===== config.mk =====
export PLATFORM = sky130hd
export DESIGN_NAME = modified_givens_rotation_setup_unit
export DESIGN_NICKNAME = d
export VERILOG_FILES = /design/src/hdl/mgr_pkg.sv /design/src/hdl/mgr_fpu.sv /design/src/hdl/modified_givens_rotation_setup_unit.sv
export SDC_FILE = /design/constraint.sdc
export NUM_CORES = 2
export LEC_CHECK = 0
export ABC_AREA = 1
export BUFFER_PORTS_ARGS = -buffer_cell sky130_fd_sc_hd__buf_2
export CAP_MARGIN = 25
export CORE_UTILIZATION = 35
export CTS_CLUSTER_SIZE = 30
export DETAILED_ROUTE_END_ITERATION = 10
export PLACE_DENSITY = 0.62
export SETUP_SLACK_MARGIN = 0.02
export SLEW_MARGIN = 20
export SYNTH_ARGS = -nofsm -noshare
export SYNTH_HDL_FRONTEND = slang
export SYNTH_SLANG_ARGS = --single-unit
export TNS_END_PERCENT = 100

===== constraint.sdc =====
create_clock -name i_clk -period 11.2 [get_ports i_clk]
set_input_delay 1.68 -clock i_clk [delete_from_list [all_inputs] [get_ports i_clk]]
set_output_delay 1.68 -clock i_clk [all_outputs]
set_load 0.03 [all_outputs]

===== src/hdl/mgr_pkg.sv =====
package mgr_pkg;

    // single-precision constants
    localparam logic [31:0] F_ZERO     = 32'h0000_0000;
    localparam logic [31:0] F_ONE      = 32'h3F80_0000;
    localparam logic [31:0] F_NEG_ONE  = 32'hBF80_0000;
    localparam logic [31:0] F_GAM      = 32'h4580_0000;  // 4096
    localparam logic [31:0] F_RGAM     = 32'h3980_0000;  // 1/4096
    localparam logic [31:0] F_GAM_SQ   = 32'h4B80_0000;  // 4096*4096
    localparam logic [31:0] F_RGAM_SQ  = 32'h3380_0000;  // 1/(4096*4096)
    localparam logic [31:0] F_HI_LIM   = 32'h4B7F_FFF0;  // 1.67772e7 rounded
    localparam logic [31:0] F_LO_LIM   = 32'h337F_FFF3;  // 5.96046e-8 rounded
    localparam logic [31:0] F_DNAN     = 32'hFFC0_0000;
    localparam logic [31:0] F_QBIT     = 32'h0040_0000;
    localparam logic [30:0] F_INF_MAG  = 31'h7F80_0000;

    localparam int MW        = 52;   // working mantissa width of the float unit
    localparam int DIV_STEPS = 27;   // quotient bits per division
    localparam int PASS_MAX  = 8;    // rescale passes per loop

    typedef enum logic [1:0] {
        FOP_ADD,
        FOP_SUB,
        FOP_MUL,
        FOP_DIV
    } t_fop;

    typedef enum logic [1:0] {
        FLAG_IDENT = 2'd0,
        FLAG_FULL  = 2'd1,
        FLAG_OFF   = 2'd2,
        FLAG_DIAG  = 2'd3
    } t_flag;

    typedef enum logic [1:0] {
        FS_IDLE,
        FS_DIV,
        FS_NORM,
        FS_RND
    } t_fpu_state;

    typedef enum logic [4:0] {
        ST_IDLE, ST_P2, ST_P2CHK, ST_P1, ST_Q2, ST_Q1, ST_BR,
        ST_H21, ST_H12, ST_OT, ST_OSU, ST_SUCHK, ST_OD_D1, ST_OD_D2, ST_OD_X1,
        ST_H11, ST_H22, ST_DT, ST_DSU, ST_DG_T, ST_DG_D2, ST_DG_X1,
        ST_R1_CHK, ST_R1_D, ST_R1_X, ST_R1_H11, ST_R1_H12,
        ST_R2_CHK, ST_R2_D, ST_R2_H21, ST_R2_H22, ST_DONE
    } t_seq_state;

    typedef struct packed {
        logic        start;
        t_fop        op;
        logic [31:0] a;
        logic [31:0] b;
    } t_fpu_req;

    typedef struct packed {
        logic        done;
        logic [31:0] res;
    } t_fpu_rsp;

    function automatic logic f_is_nan(input logic [31:0] v);
        return (v[30:23] == 8'hFF) && (v[22:0] != 23'd0);
    endfunction

    function automatic logic [31:0] f_mag(input logic [31:0] v);
        return {1'b0, v[30:0]};
    endfunction

    // ordered compares: false when either side is NaN, zeros of both signs equal
    function automatic logic f_lt(input logic [31:0] a, input logic [31:0] b);
        logic both_zero;
        both_zero = (a[30:0] == 31'd0) && (b[30:0] == 31'd0);
        if (f_is_nan(a) || f_is_nan(b) || both_zero) begin
            return 1'b0;
        end
        if (a[31] != b[31]) begin
            return a[31];
        end
        if (!a[31]) begin
            return a[30:0] < b[30:0];
        end
        return a[30:0] > b[30:0];
    endfunction

    function automatic logic f_eq(input logic [31:0] a, input logic [31:0] b);
        if (f_is_nan(a) || f_is_nan(b)) begin
            return 1'b0;
        end
        return (a == b) || ((a[30:0] == 31'd0) && (b[30:0] == 31'd0));
    endfunction

    function automatic logic f_le(input logic [31:0] a, input logic [31:0] b);
        return f_lt(a, b) || f_eq(a, b);
    endfunction

endpackage


===== src/hdl/mgr_fpu.sv =====
module mgr_fpu (
    input  logic               i_clk,
    input  logic               i_rst_n,
    input  mgr_pkg::t_fpu_req  i_req,
    output mgr_pkg::t_fpu_rsp  o_rsp
);
    import mgr_pkg::*;

    t_fpu_state r_state, n_state;

    logic              r_done;
    logic [31:0]       r_res;
    logic              r_s;
    logic signed [11:0] r_e;
    logic [MW-1:0]     r_m;
    logic signed [11:0] r_sh;
    logic [25:0]       r_rem;
    logic [23:0]       r_div;
    logic [26:0]       r_q;
    logic [4:0]        r_cnt;

    logic ctl_load, ctl_step, ctl_norm, ctl_rnd;

    // ---------------- operand unpack and special values ----------------
    logic        sa, sb, sbe;
    logic [7:0]  fa, fb, ea, eb;
    logic [23:0] ma, mb;
    logic        a_nan, b_nan, a_inf, b_inf, a_zero, b_zero;
    logic        spec;
    logic [31:0] sres;

    // add path
    logic        a_big;
    logic [7:0]  e_big, e_sml, ediff;
    logic [23:0] m_big, m_sml;
    logic        s_big;
    logic [MW-1:0] w_big, w_sml, w_mask, w_al, w_sum;
    logic        w_stk;
    // mul path
    logic [47:0] m_prod;
    // div path
    logic [4:0]  lza, lzb;
    logic [23:0] man, mbn;

    logic        ld_s;
    logic signed [11:0] ld_e;
    logic [MW-1:0] ld_m;

    always_comb begin
        sa     = i_req.a[31];
        sb     = i_req.b[31];
        sbe    = sb ^ (i_req.op == FOP_SUB);
        fa     = i_req.a[30:23];
        fb     = i_req.b[30:23];
        ea     = (fa == 8'd0) ? 8'd1 : fa;
        eb     = (fb == 8'd0) ? 8'd1 : fb;
        ma     = {fa != 8'd0, i_req.a[22:0]};
        mb     = {fb != 8'd0, i_req.b[22:0]};
        a_nan  = f_is_nan(i_req.a);
        b_nan  = f_is_nan(i_req.b);
        a_inf  = (i_req.a[30:0] == F_INF_MAG);
        b_inf  = (i_req.b[30:0] == F_INF_MAG);
        a_zero = (i_req.a[30:0] == 31'd0);
        b_zero = (i_req.b[30:0] == 31'd0);

        spec = 1'b1;
        sres = F_DNAN;
        if (a_nan) begin
            sres = i_req.a | F_QBIT;
        end else if (b_nan) begin
            sres = i_req.b | F_QBIT;
        end else begin
            case (i_req.op)
                FOP_ADD, FOP_SUB: begin
                    if (a_inf && b_inf && (sa != sbe)) begin
                        sres = F_DNAN;
                    end else if (a_inf) begin
                        sres = {sa, F_INF_MAG};
                    end else if (b_inf) begin
                        sres = {sbe, F_INF_MAG};
                    end else begin
                        spec = 1'b0;
                    end
                end
                FOP_MUL: begin
                    if ((a_inf && b_zero) || (b_inf && a_zero)) begin
                        sres = F_DNAN;
                    end else if (a_inf || b_inf) begin
                        sres = {sa ^ sb, F_INF_MAG};
                    end else if (a_zero || b_zero) begin
                        sres = {sa ^ sb, 31'd0};
                    end else begin
                        spec = 1'b0;
                    end
                end
                default: begin
                    if ((a_zero && b_zero) || (a_inf && b_inf)) begin
                        sres = F_DNAN;
                    end else if (a_inf || b_zero) begin
                        sres = {sa ^ sb, F_INF_MAG};
                    end else if (a_zero || b_inf) begin
                        sres = {sa ^ sb, 31'd0};
                    end else begin
                        spec = 1'b0;
                    end
                end
            endcase
        end

        // align the smaller addend against the larger one, sticky into the lsb
        a_big  = {ea, ma} >= {eb, mb};
        e_big  = a_big ? ea : eb;
        e_sml  = a_big ? eb : ea;
        m_big  = a_big ? ma : mb;
        m_sml  = a_big ? mb : ma;
        s_big  = a_big ? sa : sbe;
        ediff  = e_big - e_sml;
        w_big  = {1'b0, m_big, 27'd0};
        w_sml  = {1'b0, m_sml, 27'd0};
        w_mask = ~({MW{1'b1}} << ediff);
        w_stk  = |(w_sml & w_mask);
        w_al   = (w_sml >> ediff) | {{(MW-1){1'b0}}, w_stk};
        w_sum  = (sa != sbe) ? (w_big - w_al) : (w_big + w_al);

        // full-width significand product
        m_prod = ma * mb;

        // bring subnormal divide operands to a leading one
        lza = 5'd0;
        lzb = 5'd0;
        for (int i = 0; i < 24; i++) begin
            if (ma[i]) lza = 5'(23 - i);
            if (mb[i]) lzb = 5'(23 - i);
        end
        man = ma << lza;
        mbn = mb << lzb;

        case (i_req.op)
            FOP_MUL: begin
                ld_s = sa ^ sb;
                ld_e = $signed({4'd0, ea}) + $signed({4'd0, eb}) - 12'sd300;
                ld_m = {4'd0, m_prod};
            end
            FOP_DIV: begin
                ld_s = sa ^ sb;
                ld_e = $signed({4'd0, ea}) - $signed({7'd0, lza})
                     - $signed({4'd0, eb}) + $signed({7'd0, lzb}) - 12'sd26;
                ld_m = w_sum;
            end
            default: begin
                ld_s = (w_sum == '0) ? (sa & sbe) : s_big;
                ld_e = $signed({4'd0, e_big}) - 12'sd177;
                ld_m = w_sum;
            end
        endcase
    end

    // ---------------- normalize: leading one and shift amount ----------------
    logic [5:0]         lead;
    logic signed [11:0] sh_a, sh_b, sh_n;

    always_comb begin
        lead = 6'd0;
        for (int i = 0; i < MW; i++) begin
            if (r_m[i]) lead = 6'(i);
        end
        sh_a = $signed({6'd0, lead}) - 12'sd23;
        sh_b = -12'sd149 - r_e;
        sh_n = (sh_a > sh_b) ? sh_a : sh_b;
    end

    // ---------------- round to nearest even and pack ----------------
    logic [6:0]         ramt;
    logic [4:0]         lamt;
    logic signed [11:0] neg_sh, fe, fe2;
    logic [MW+1:0]      wide, shr, lmask;
    logic [MW-1:0]      rm;
    logic               g, st, up, normal;
    logic [24:0]        r25;
    logic [22:0]        frac;
    logic [31:0]        rnd_res;

    always_comb begin
        wide   = {r_m, 2'b00};
        neg_sh = -r_sh;
        ramt   = (r_sh > 12'sd54) ? 7'd54 : r_sh[6:0];
        lamt   = neg_sh[4:0];
        shr    = wide >> ramt;
        lmask  = ~({(MW+2){1'b1}} << ramt);
        if (r_sh > 12'sd0) begin
            rm = shr[MW+1:2];
            g  = shr[1];
            st = shr[0] | (|(wide & lmask));
        end else begin
            rm = r_m << lamt;
            g  = 1'b0;
            st = 1'b0;
        end
        up  = g & (st | rm[0]);
        r25 = {1'b0, rm[23:0]} + {24'd0, up};
        fe  = r_e + r_sh + 12'sd150;
        if (r25[24]) begin
            fe2    = fe + 12'sd1;
            frac   = r25[23:1];
            normal = 1'b1;
        end else begin
            fe2    = fe;
            frac   = r25[22:0];
            normal = r25[23];
        end
        if (!normal) begin
            rnd_res = {r_s, 8'd0, frac};
        end else if (fe2 >= 12'sd255) begin
            rnd_res = {r_s, F_INF_MAG};
        end else begin
            rnd_res = {r_s, fe2[7:0], frac};
        end
    end

    // ---------------- control ----------------
    always_comb begin
        n_state = r_state;
        case (r_state)
            FS_IDLE: begin
                if (i_req.start && !spec) begin
                    n_state = (i_req.op == FOP_DIV) ? FS_DIV : FS_NORM;
                end
            end
            FS_DIV:  if (r_cnt == 5'd1) n_state = FS_NORM;
            FS_NORM: n_state = (r_m == '0) ? FS_IDLE : FS_RND;
            FS_RND:  n_state = FS_IDLE;
            default: n_state = FS_IDLE;
        endcase
    end

    always_comb begin
        ctl_load = (r_state == FS_IDLE) && i_req.start;
        ctl_step = (r_state == FS_DIV);
        ctl_norm = (r_state == FS_NORM);
        ctl_rnd  = (r_state == FS_RND);
    end

    logic [25:0] rem_sub;
    logic        q_bit;
    assign q_bit   = r_rem >= {2'b00, r_div};
    assign rem_sub = q_bit ? (r_rem - {2'b00, r_div}) : r_rem;

    always_ff @(posedge i_clk) begin
        if (!i_rst_n) begin
            r_state <= FS_IDLE;
            r_done  <= 1'b0;
        end else begin
            r_state <= n_state;
            r_done  <= (ctl_load && spec) || ctl_rnd || (ctl_norm && (r_m == '0));
        end
    end

    always_ff @(posedge i_clk) begin
        if (ctl_load) begin
            r_res <= sres;
            r_s   <= ld_s;
            r_e   <= ld_e;
            r_m   <= ld_m;
            r_rem <= {2'b00, man};
            r_div <= mbn;
            r_q   <= '0;
            r_cnt <= 5'(DIV_STEPS);
        end
        if (ctl_step) begin
            r_q   <= {r_q[25:0], q_bit};
            r_rem <= {rem_sub[24:0], 1'b0};
            r_cnt <= r_cnt - 5'd1;
            if (r_cnt == 5'd1) begin
                r_m <= {{(MW-27){1'b0}}, r_q[25:0], q_bit | (rem_sub != 26'd0)};
            end
        end
        if (ctl_norm) begin
            r_sh  <= sh_n;
            r_res <= {r_s, 31'd0};
        end
        if (ctl_rnd) begin
            r_res <= rnd_res;
        end
    end

    assign o_rsp.done = r_done;
    assign o_rsp.res  = r_res;

endmodule


===== src/hdl/modified_givens_rotation_setup_unit.sv =====
// Result path: off-diagonal or diagonal, each followed by up to PASS_MAX d1 rescale passes and
//   up to PASS_MAX d2 passes; negative d1, zero d2*y1 and q2 < 0 end the beat early.
// A new beat is not taken while one is in flight; the next start is taken the cycle after the result.
// Shared float unit: one mgr_fpu serves every operation; divide runs its quotient steps before
//   normalize and round, add and multiply go straight to them, special operands answer at load.
// Reset (i_rst_n low, synchronous) returns the sequencer to idle and drops any beat.
module modified_givens_rotation_setup_unit (
    input  logic        i_clk,
    input  logic        i_rst_n,
    input  logic        i_start,
    output logic        o_busy,
    input  logic [31:0] i_scale_one,
    input  logic [31:0] i_scale_two,
    input  logic [31:0] i_coord_x,
    input  logic [31:0] i_coord_y,
    output logic        o_valid,
    output logic [1:0]  o_flag_code,
    output logic [31:0] o_h_one_one,
    output logic [31:0] o_h_two_one,
    output logic [31:0] o_h_one_two,
    output logic [31:0] o_h_two_two,
    output logic [31:0] o_new_scale_one,
    output logic [31:0] o_new_scale_two,
    output logic [31:0] o_new_coord_x
);
    import mgr_pkg::*;

    t_seq_state r_state, n_state;

    // working set of the rotation
    logic [31:0] r_d1, r_d2, r_x1, r_y1;
    logic [31:0] r_h11, r_h21, r_h12, r_h22;
    logic [31:0] r_p1, r_p2, r_q1, r_q2, r_su;
    t_flag       r_flag;
    logic [3:0]  r_n;     // rescale pass counter
    logic        r_up;    // scale up (value too small) or down
    logic        r_wait;  // operation issued, waiting on the float unit

    t_fpu_req    fpu_req;
    t_fpu_rsp    fpu_rsp;
    logic        is_op;
    logic        done;

    mgr_fpu u_fpu (
        .i_clk   (i_clk),
        .i_rst_n (i_rst_n),
        .i_req   (fpu_req),
        .o_rsp   (fpu_rsp)
    );

    assign done = fpu_rsp.done && r_wait;

    // rescale loop conditions; NaN fails every ordered compare and drops out
    logic r1_go, r2_go, r1_up, r2_up;
    always_comb begin
        r1_up = f_le(r_d1, F_LO_LIM);
        r2_up = f_le(f_mag(r_d2), F_LO_LIM);
        r1_go = !f_eq(r_d1, F_ZERO) && (r_n < 4'(PASS_MAX))
              && (r1_up || f_le(F_HI_LIM, r_d1));
        r2_go = !f_eq(r_d2, F_ZERO) && (r_n < 4'(PASS_MAX))
              && (r2_up || f_le(F_HI_LIM, f_mag(r_d2)));
    end

    // ---------------- next state ----------------
    always_comb begin
        n_state = r_state;
        case (r_state)
            ST_IDLE: begin
                if (i_start) begin
                    n_state = f_lt(i_scale_one, F_ZERO) ? ST_DONE : ST_P2;
                end
            end
            ST_P2:    if (done) n_state = ST_P2CHK;
            ST_P2CHK: n_state = f_eq(r_p2, F_ZERO) ? ST_DONE : ST_P1;
            ST_P1:    if (done) n_state = ST_Q2;
            ST_Q2:    if (done) n_state = ST_Q1;
            ST_Q1:    if (done) n_state = ST_BR;
            ST_BR: begin
                if (f_lt(f_mag(r_q2), f_mag(r_q1))) begin
                    n_state = ST_H21;
                end else if (f_lt(r_q2, F_ZERO)) begin
                    n_state = ST_DONE;
                end else begin
                    n_state = ST_H11;
                end
            end
            ST_H21:    if (done) n_state = ST_H12;
            ST_H12:    if (done) n_state = ST_OT;
            ST_OT:     if (done) n_state = ST_OSU;
            ST_OSU:    if (done) n_state = ST_SUCHK;
            ST_SUCHK:  n_state = f_lt(F_ZERO, r_su) ? ST_OD_D1 : ST_DONE;
            ST_OD_D1:  if (done) n_state = ST_OD_D2;
            ST_OD_D2:  if (done) n_state = ST_OD_X1;
            ST_OD_X1:  if (done) n_state = ST_R1_CHK;
            ST_H11:    if (done) n_state = ST_H22;
            ST_H22:    if (done) n_state = ST_DT;
            ST_DT:     if (done) n_state = ST_DSU;
            ST_DSU:    if (done) n_state = ST_DG_T;
            ST_DG_T:   if (done) n_state = ST_DG_D2;
            ST_DG_D2:  if (done) n_state = ST_DG_X1;
            ST_DG_X1:  if (done) n_state = ST_R1_CHK;
            ST_R1_CHK: n_state = r1_go ? ST_R1_D : ST_R2_CHK;
            ST_R1_D:   if (done) n_state = ST_R1_X;
            ST_R1_X:   if (done) n_state = ST_R1_H11;
            ST_R1_H11: if (done) n_state = ST_R1_H12;
            ST_R1_H12: if (done) n_state = ST_R1_CHK;
            ST_R2_CHK: n_state = r2_go ? ST_R2_D : ST_DONE;
            ST_R2_D:   if (done) n_state = ST_R2_H21;
            ST_R2_H21: if (done) n_state = ST_R2_H22;
            ST_R2_H22: if (done) n_state = ST_R2_CHK;
            ST_DONE:   n_state = ST_IDLE;
            default:   n_state = ST_IDLE;
        endcase
    end

    // ---------------- operation select for the shared float unit ----------------
    logic [31:0] big_k, small_k;
    assign big_k   = r_up ? F_GAM_SQ : F_RGAM_SQ;  // scale for d
    assign small_k = r_up ? F_RGAM : F_GAM;        // matching scale for x1 and H

    always_comb begin
        is_op     = 1'b1;
        fpu_req.op = FOP_MUL;
        fpu_req.a  = r_d2;
        fpu_req.b  = r_y1;
        case (r_state)
            ST_P2:     begin fpu_req.a = r_d2;  fpu_req.b = r_y1; end
            ST_P1:     begin fpu_req.a = r_d1;  fpu_req.b = r_x1; end
            ST_Q2:     begin fpu_req.a = r_p2;  fpu_req.b = r_y1; end
            ST_Q1:     begin fpu_req.a = r_p1;  fpu_req.b = r_x1; end
            ST_H21: begin
                fpu_req.op = FOP_DIV;
                fpu_req.a  = {~r_y1[31], r_y1[30:0]};
                fpu_req.b  = r_x1;
            end
            ST_H12:    begin fpu_req.op = FOP_DIV; fpu_req.a = r_p2; fpu_req.b = r_p1; end
            ST_OT:     begin fpu_req.a = r_h12; fpu_req.b = r_h21; end
            ST_OSU:    begin fpu_req.op = FOP_SUB; fpu_req.a = F_ONE; fpu_req.b = r_su; end
            ST_OD_D1:  begin fpu_req.op = FOP_DIV; fpu_req.a = r_d1; fpu_req.b = r_su; end
            ST_OD_D2:  begin fpu_req.op = FOP_DIV; fpu_req.a = r_d2; fpu_req.b = r_su; end
            ST_OD_X1:  begin fpu_req.a = r_x1;  fpu_req.b = r_su; end
            ST_H11:    begin fpu_req.op = FOP_DIV; fpu_req.a = r_p1; fpu_req.b = r_p2; end
            ST_H22:    begin fpu_req.op = FOP_DIV; fpu_req.a = r_x1; fpu_req.b = r_y1; end
            ST_DT:     begin fpu_req.a = r_h11; fpu_req.b = r_h22; end
            ST_DSU:    begin fpu_req.op = FOP_ADD; fpu_req.a = F_ONE; fpu_req.b = r_su; end
            ST_DG_T:   begin fpu_req.op = FOP_DIV; fpu_req.a = r_d2; fpu_req.b = r_su; end
            ST_DG_D2:  begin fpu_req.op = FOP_DIV; fpu_req.a = r_d1; fpu_req.b = r_su; end
            ST_DG_X1:  begin fpu_req.a = r_y1;  fpu_req.b = r_su; end
            ST_R1_D:   begin fpu_req.a = r_d1;  fpu_req.b = big_k; end
            ST_R1_X:   begin fpu_req.a = r_x1;  fpu_req.b = small_k; end
            ST_R1_H11: begin fpu_req.a = r_h11; fpu_req.b = small_k; end
            ST_R1_H12: begin fpu_req.a = r_h12; fpu_req.b = small_k; end
            ST_R2_D:   begin fpu_req.a = r_d2;  fpu_req.b = big_k; end
            ST_R2_H21: begin fpu_req.a = r_h21; fpu_req.b = small_k; end
            ST_R2_H22: begin fpu_req.a = r_h22; fpu_req.b = small_k; end
            default:   is_op = 1'b0;
        endcase
        fpu_req.start = is_op && !r_wait;
    end

    // ---------------- control registers ----------------
    always_ff @(posedge i_clk) begin
        if (!i_rst_n) begin
            r_state <= ST_IDLE;
            r_wait  <= 1'b0;
        end else begin
            r_state <= n_state;
            if (fpu_req.start) begin
                r_wait <= 1'b1;
            end else if (done) begin
                r_wait <= 1'b0;
            end
        end
    end

    // ---------------- working registers ----------------
    always_ff @(posedge i_clk) begin
        case (r_state)
            ST_IDLE: begin
                if (i_start) begin
                    // latch the beat; clear H and the pass counter
                    r_y1   <= i_coord_y;
                    r_h11  <= F_ZERO;
                    r_h21  <= F_ZERO;
                    r_h12  <= F_ZERO;
                    r_h22  <= F_ZERO;
                    r_n    <= 4'd0;
                    r_up   <= 1'b0;
                    if (f_lt(i_scale_one, F_ZERO)) begin
                        r_flag <= FLAG_FULL;
                        r_d1   <= F_ZERO;
                        r_d2   <= F_ZERO;
                        r_x1   <= F_ZERO;
                    end else begin
                        r_flag <= FLAG_IDENT;
                        r_d1   <= i_scale_one;
                        r_d2   <= i_scale_two;
                        r_x1   <= i_coord_x;
                    end
                end
            end
            ST_P2:    if (done) r_p2 <= fpu_rsp.res;
            ST_P1:    if (done) r_p1 <= fpu_rsp.res;
            ST_Q2:    if (done) r_q2 <= fpu_rsp.res;
            ST_Q1:    if (done) r_q1 <= fpu_rsp.res;
            ST_BR: begin
                if (f_lt(f_mag(r_q2), f_mag(r_q1))) begin
                    r_flag <= FLAG_OFF;
                end else if (f_lt(r_q2, F_ZERO)) begin
                    // drop to the zero full-H result
                    r_flag <= FLAG_FULL;
                    r_d1   <= F_ZERO;
                    r_d2   <= F_ZERO;
                    r_x1   <= F_ZERO;
                end else begin
                    r_flag <= FLAG_DIAG;
                end
            end
            ST_H21:   if (done) r_h21 <= fpu_rsp.res;
            ST_H12:   if (done) r_h12 <= fpu_rsp.res;
            ST_OT:    if (done) r_su  <= fpu_rsp.res;
            ST_OSU:   if (done) r_su  <= fpu_rsp.res;
            ST_SUCHK: begin
                if (!f_lt(F_ZERO, r_su)) begin
                    r_flag <= FLAG_FULL;
                    r_h21  <= F_ZERO;
                    r_h12  <= F_ZERO;
                    r_d1   <= F_ZERO;
                    r_d2   <= F_ZERO;
                    r_x1   <= F_ZERO;
                end
            end
            ST_OD_D1: if (done) r_d1  <= fpu_rsp.res;
            ST_OD_D2: if (done) r_d2  <= fpu_rsp.res;
            ST_OD_X1: if (done) r_x1  <= fpu_rsp.res;
            ST_H11:   if (done) r_h11 <= fpu_rsp.res;
            ST_H22:   if (done) r_h22 <= fpu_rsp.res;
            ST_DT:    if (done) r_su  <= fpu_rsp.res;
            ST_DSU:   if (done) r_su  <= fpu_rsp.res;
            ST_DG_T:  if (done) r_p1  <= fpu_rsp.res;  // hold new d1 until old d1 is read
            ST_DG_D2: begin
                if (done) begin
                    r_d2 <= fpu_rsp.res;
                    r_d1 <= r_p1;
                end
            end
            ST_DG_X1: if (done) r_x1 <= fpu_rsp.res;
            ST_R1_CHK, ST_R2_CHK: begin
                if ((r_state == ST_R1_CHK) ? r1_go : r2_go) begin
                    // expand to full H before the pass
                    if (r_flag == FLAG_OFF) begin
                        r_h11 <= F_ONE;
                        r_h22 <= F_ONE;
                    end else if (r_flag == FLAG_DIAG) begin
                        r_h21 <= F_NEG_ONE;
                        r_h12 <= F_ONE;
                    end
                    r_flag <= FLAG_FULL;
                    r_n    <= r_n + 4'd1;
                    r_up   <= (r_state == ST_R1_CHK) ? r1_up : r2_up;
                end else begin
                    r_n <= 4'd0;
                end
            end
            ST_R1_D:   if (done) r_d1  <= fpu_rsp.res;
            ST_R1_X:   if (done) r_x1  <= fpu_rsp.res;
            ST_R1_H11: if (done) r_h11 <= fpu_rsp.res;
            ST_R1_H12: if (done) r_h12 <= fpu_rsp.res;
            ST_R2_D:   if (done) r_d2  <= fpu_rsp.res;
            ST_R2_H21: if (done) r_h21 <= fpu_rsp.res;
            ST_R2_H22: if (done) r_h22 <= fpu_rsp.res;
            default: ;
        endcase
    end

    // ---------------- result beat ----------------
    assign o_busy          = (r_state != ST_IDLE);
    assign o_valid         = (r_state == ST_DONE);
    assign o_flag_code     = r_flag;
    // implied entries of the flag's form go out as zero
    assign o_h_one_one     = (r_flag == FLAG_OFF)  ? F_ZERO : r_h11;
    assign o_h_two_two     = (r_flag == FLAG_OFF)  ? F_ZERO : r_h22;
    assign o_h_two_one     = (r_flag == FLAG_DIAG) ? F_ZERO : r_h21;
    assign o_h_one_two     = (r_flag == FLAG_DIAG) ? F_ZERO : r_h12;
    assign o_new_scale_one = r_d1;
    assign o_new_scale_two = r_d2;
    assign o_new_coord_x   = r_x1;

    // ---------------- checks ----------------
    a_busy_ends_in_beat: assert property (@(posedge i_clk) disable iff (!i_rst_n)
        $fell(o_busy) |-> $past(o_valid))
        else $error("busy dropped without a result beat");

    a_beat_single: assert property (@(posedge i_clk) disable iff (!i_rst_n)
        o_valid |=> !o_valid)
        else $error("result strobe held longer than one cycle");

    a_no_issue_while_waiting: assert property (@(posedge i_clk) disable iff (!i_rst_n)
        r_wait && !fpu_rsp.done |=> r_wait)
        else $error("float operation abandoned before completion");

    a_off_diag_zero: assert property (@(posedge i_clk) disable iff (!i_rst_n)
        o_valid && (o_flag_code == FLAG_OFF) |-> (o_h_one_one == F_ZERO)
            && (o_h_two_two == F_ZERO))
        else $error("off-diagonal result carries diagonal entries");

endmodule

Word-level counts from Yosys, hierarchy flattened
Index checks and enable logic that the tools add are counted.
- add/sub/neg operators: 20
- multiply operators: 1
- magnitude comparators: 23
- eq/ne operators: 96
- shift-type cells: 7
- mux-type cells: 346
- bitwise gates (word level): 13
- reductions and logical operators: 133
- operator list (operator ; number):
    case mux 64 bit (21 select lines) ; 1
    two-way mux 32 bit ; 38
    case mux 32 bit (4 select lines) ; 4
    two-way mux 5 bit ; 95
    zero test 31 bit ; 9
    two-way mux 52 bit ; 5
    nonzero test 23 bit ; 9
    case mux 32 bit (3 select lines) ; 2
    case mux 32 bit (5 select lines) ; 1
    case mux 5 bit (30 select lines) ; 1
    two-way mux 26 bit ; 5
    two-way mux 1 bit ; 124
    two-way mux 31 bit ; 4
    two-way mux 6 bit ; 20
    zero test 52 bit ; 2
    zero test 32 bit ; 3
    == test 5 bit, second input constant ; 16
    == test 8 bit, second input constant ; 9
    two-way mux 24 bit ; 3
    case mux 32 bit (2 select lines) ; 1
    == test 31 bit, second input constant ; 2
    > comparator 31 x 1 -> 1 bit, second input constant ; 2
    > comparator 31 x 30 -> 1 bit, second input constant ; 2
    > comparator 31 bit, first input constant ; 2
    101 further kinds ; 279
- register bits after elaboration: 621
- input bits: 131
- output and inout port bits: 228
- word-level logic and storage cells: 669

Longest topological paths before layout
- word-level depth: 54
- mapped depth: 84
- depth with buffers taken out: 77

Hierarchy
A second synthesis with hierarchy kept.
- cell total of the unflattened synthesis: 10194
- area total of the unflattened synthesis: 72478.3 µm²
- by module, submodules not included (module ; instances ; cells an instance ; area an instance (µm²) ; sequential area each (µm²)):
    mgr_fpu ; 1 ; 7432 ; 48250.0 ; 5235.0
    modified_givens_rotation_setup_unit ; 1 ; 2762 ; 24228.2 ; 12792.3

Worst setup path after synthesis
No wires, ideal clock.
- kind: register to register
- start point: reg r_state[1]
- end point: reg u_fpu.r_m[44]
- setup time: 128 ps
- arrival time: 10359 ps
- required time: 11072 ps
- setup slack: 712 ps
- cell stages (with the launch flop): 59
- buffers on the path: 5
- period minus slack after synthesis: 10488 ps
- path through: dfxtp_1 inv_2 nand2_2 nor2_1 nand2_2 clkbuf_1 clkbuf_1 o22ai_1 a221oi_1 o2111ai_1 nor3_1 o21a_1 clkbuf_1 inv_1 clkbuf_1 buf_1 ha_1 inv_1 (+23 left out) inv_1 o21ai_0 inv_1 o21ai_0 inv_1 o21ai_0 inv_1 o21ai_0 inv_1 o21ai_0 nand3_1 nand2_1 nand4_1 o211ai_1 xor2_1 o21ai_0 nand2_1 a21oi_1
- cells in the longest elaborated chain, start to end: 19
- elaborated cells between the ends (all ways): 65
- those cells by class: add/sub (3); mul (1); order compare (1); eq/ne (28); shift (2); mux (14); bitwise (4); reduce/logical (12)
- RTL lines (element ; RTL line ; source):
    start, declared ; modified_givens_rotation_setup_unit.sv:28 ; t_seq_state r_state, n_state;
    start signal, assigned ; modified_givens_rotation_setup_unit.sv:167 ; r_state <= n_state;
    == test 5 bit or == test 5 x 4 -> 1 bit (tied branches) ; modified_givens_rotation_setup_unit.sv:126 ; case (r_state)
    OR reduction 2 bit (no source line) ; n/a ;
    case mux 64 bit (21 select lines) ; modified_givens_rotation_setup_unit.sv:126 ;
    zero test 8 bit (on tied branches) ; mgr_fpu.sv:55, mgr_fpu.sv:56 ;
    two-way mux 8 bit (on tied branches) ; mgr_fpu.sv:55, mgr_fpu.sv:56 ;
    >= comparator 32 bit ; mgr_fpu.sv:111 ; a_big = {ea, ma} >= {eb, mb};
    two-way mux 8 bit (on tied branches) ; mgr_fpu.sv:112, mgr_fpu.sv:113 ;
    subtractor 8 bit ; mgr_fpu.sv:117 ; ediff = e_big - e_sml;
    (+3 left out) ; n/a ;
    OR reduction 52 bit ; mgr_fpu.sv:121 ; w_stk = |(w_sml & w_mask);
    OR 52 x 1 -> 52 bit ; mgr_fpu.sv:122 ; w_al = (w_sml >> ediff) | {{(MW-1){1'b0}}, w_stk};
    adder 51 x 52 -> 52 bit or subtractor 51 x 52 -> 52 bit (tied branches) ; mgr_fpu.sv:123 ; w_sum = (sa != sbe) ? (w_big - w_al) : (w_big + w_al);
    two-way mux 52 bit ; mgr_fpu.sv:123 ;
    two-way mux 52 bit ; mgr_fpu.sv:138 ; case (i_req.op)
    two-way mux 52 bit * ; mgr_fpu.sv:259 ; if (ctl_load) begin
    two-way mux 52 bit ; mgr_fpu.sv:273 ; if (r_cnt == 5'd1) begin
    two-way mux 52 bit * ; mgr_fpu.sv:269 ; if (ctl_step) begin
    end signal, assigned ; mgr_fpu.sv:263 ; r_m <= ld_m;
    end signal, assigned ; mgr_fpu.sv:274 ; r_m <= {{(MW-27){1'b0}}, r_q[25:0], q_bit | (rem_sub != 26'd0)};
    end, declared ; mgr_fpu.sv:15 ; logic [MW-1:0] r_m;
Mark *: on every way between the ends. The rest lies on a longest branch, timed or not.
A chain may end at the register's enable or synchronous reset.

Worst setup path in the final report
- start point: reg r_state[1]
- end point: reg u_fpu.r_m[43]
Same word-level chain as after synthesis.

==> impl_metrics.toml <==
[layout]
syn_to_final_growth_pct = 21.9
regArea_sq_um = 18000
postLayoutCellArea_sq_um = 86800
final_common_cell = "nand2_1"
drive_gt1_frac = 0.174
multi_input_area_sq_um = 45900
nets = 11971
final_cell_mix = "nand2_1, inv_1, buf_4, nor2_1, o21ai_0"
final_cells = 13688
n_fill_cell = 20957

[grt]
antenna_found_initial = 25
grt_pass1_vias = 75793
track_usage = 0.386
grt_pass1_wl_microns = 565000
grt_max_degree = 92
overflow = 0

[sta]
timing.final.crit_share = 0.940
report.final.slew_viol_count = 0
period_minus_slack_ps = 10530
rsz0062_at_grt = "true"
finClkSkew_ps = 77.6
setup_violations = 0
hold_viol_final = 0
relSlewSlack = 0.209
fmax_mhz = 95.0
worst_slew_pin_slew_ps = 1170
hold_slack_ps = 505

[placement]
numPortBuffers = 358
place_area_sq_um = 83500
dp.cells = 13515
dp_hpwl_microns = 332000
place_congestion = 1.07

[synth]
synth_nets = 10871
yosysSeqAreaShare = 0.253
yosysWarnings = 0
async_reset_ff_frac = 0
syn_inst = 9839
synth_flop_cell = "edfxtp_1"
ys_types = 81
synth_edf_count = 559
ys_ff_latch = 621
synth.avg_cell_area_sq_um = 7.23
syn-cell-area_sq_um = 71200

[floorplanning]
coreArea_sq_um = 202000
std_cell_rows = 165
start_util = 0.352
die_x_microns = 453
die_h_microns = 453
io_pins = 359
die-area_sq_um = 205000

[worst_setup_path]
r2r_slack_ps = 670
cp_slowest_cell = "fa_1"
cp-end-kind = "register"
critPathMaxFanout = 18
crit_top_cell = "buf_4"
startpoint_type = "register"
path_class = "register to register"
max_stage_delay_ps = 580
arrival_ps = 11120
cp_data_required_time_ps = 11790

[clock_network]
htreeDepth = 3
cts-root-buf = "clkbuf_16"
path_clk_slew_ps = 60
cts_inserted_buffers = 77
clk-insertion-delay-late_ps = 760
clock_path_buffers = 3
cts_tree = "built"
cts_num_sinks = 621

[run_status]
status = "finished clean"

[route]
routed-wl-met3_microns = 38100
wl_microns = 405000
wl_met1_microns = 160000
ant_nets = 0
drc_errors = 0
drt_first_pass_iters = 7
highest_layer = "met5"
vias = 78792
viasPerCell = 5.76
drtIter0Drc = 9199
routedWlPerCell_microns = 29.6
dr_wl_met2_microns = 177000

[worst_hold_path]
hold_path_class = "register to register"

[job]
max_cap_viol_count = 0
## final cells by class
| type | count | share of cell area |
|---|---|---|
| timing repair buffer | 1471 | 0.125 |
| antenna | 13 | 0.000375 |
| multi-input combinational | 7198 | 0.530 |
| inverter | 1570 | 0.0682 |
| sequential | 621 | 0.208 |
| clock inverter | 53 | 0.00747 |
| clock buffer | 90 | 0.0229 |
| tap | 2672 | 0.0385 |
## path summary, 6_finish.rpt
kind,start,endpoint,cells after the start
worst max-delay path,r_state[1],u_fpu.r_m[43],54
worst min-delay path,u_fpu.r_q[25],u_fpu.r_m[26],2
worst max register to register,r_state[1],u_fpu.r_m[43],54
worst min register to register,u_fpu.r_q[25],u_fpu.r_m[26],2
## cell usage after synthesis (30+ instances only)
library cell | count | area share
buf_2 | 68 | 0.0048
nor3_1 | 91 | 0.0064
a221oi_1 | 41 | 0.0050
nand2_1 | 2245 | 0.12
o211ai_1 | 92 | 0.0097
o22ai_1 | 129 | 0.011
xor2_1 | 89 | 0.011
inv_2 | 40 | 0.0021
edfxtp_1 | 559 | 0.24
o21a_1 | 39 | 0.0041
inv_1 | 1496 | 0.079
a21oi_1 | 365 | 0.026
nor4_1 | 65 | 0.0057
a22oi_1 | 54 | 0.0057
clkinv_1 | 32 | 0.0017
mux2i_1 | 30 | 0.0042
o2111ai_1 | 30 | 0.0037
o21ai_1 | 54 | 0.0038
fa_1 | 491 | 0.14
nand3_1 | 626 | 0.044
nor2_1 | 1005 | 0.053
ha_1 | 410 | 0.072
o21ai_0 | 785 | 0.055
o221ai_1 | 59 | 0.0073
xnor2_1 | 47 | 0.0058
nand4_1 | 145 | 0.013
clkbuf_1 | 325 | 0.017
dfxtp_1 | 62 | 0.017
buf_1 | 37 | 0.0020
nand2_2 | 35 | 0.0031
## per-stage QoR
step | worst slack [ps] | TNS [ps] | utilization
5_1_grt | -55.5 | -55.5 | 0.429
3_5_place_dp | -814 | -1860 | 0.413
4_1_cts | 48.8 | 0 | 0.427
2_1_floorplan | 712 | 0 | -
3_3_place_gp | -1050 | -3360 | 0.413
6_report | 668 | 0 | 0.429
## registers in the layout, indices dropped and copies added (netlist names), 24 cells and up
| signal | count |
|---|---|
| r_su | 32 |
| r_h12 | 32 |
| u_fpu.r_q | 26 |
| o_new_scale_two | 32 |
| r_q1 | 31 |
| r_h11 | 32 |
| r_p2 | 32 |
| r_p1 | 32 |
| r_h21 | 32 |
| u_fpu.r_rem | 26 |
| r_q2 | 32 |
| u_fpu.r_div | 24 |
| r_y1 | 32 |
| o_new_scale_one | 32 |
| r_h22 | 32 |
| o_new_coord_x | 32 |
| u_fpu.r_res | 32 |
| u_fpu.r_m | 52 |
## worst max-delay path: cells and delay by family, from the launching register on
| family | cells | cell delay (ps) |
|---|---|---|
| compound gates | 11 | 2080 |
| xor+xnor | 1 | 150 |
| fa+ha+maj | 8 | 3960 |
| buf+inv | 18 | 2450 |
| flops | 1 | 310 |
| simple gates | 16 | 1420 |
## per-layer routing
layer | GRT usage | vias to the layer above
li1 | - | 34638
met1 | 0.497 | 38546
met3 | 0.0719 | 997
met4 | 0.241 | 12
met2 | 0.595 | 4599
met5 | 0 | -
## cells by family (layout without fill, tap and decap cells)
family / Yosys count / count (layout) / synth area share
buffers and inverters: 2020 / 3184 / 0.109
muxes: 30 / 30 / 0.00422
AOI/OAI and AO/OA: 1812 / 1812 / 0.150
and+or+nand+nor: 4315 / 4315 / 0.255
other: 1 / 14 / 0.0000527
adders and majority gates: 901 / 901 / 0.210
DFF: 621 / 621 / 0.253
xor gates and xnor gates: 139 / 139 / 0.0176
## repair_timing
item                                    4_1_cts  5_1_grt
buffers inserted                              0       13
cloned                                        0        1
hold buffers                                  0        0
resized for setup                            27      101
endpoints found under the setup margin        6       15
pin swaps                                     1       14
endpoints found under the hold margin         0        0
Power is not shown: default switching activity piles up to over one toggle a cycle in this logic, so the estimate is an artifact.
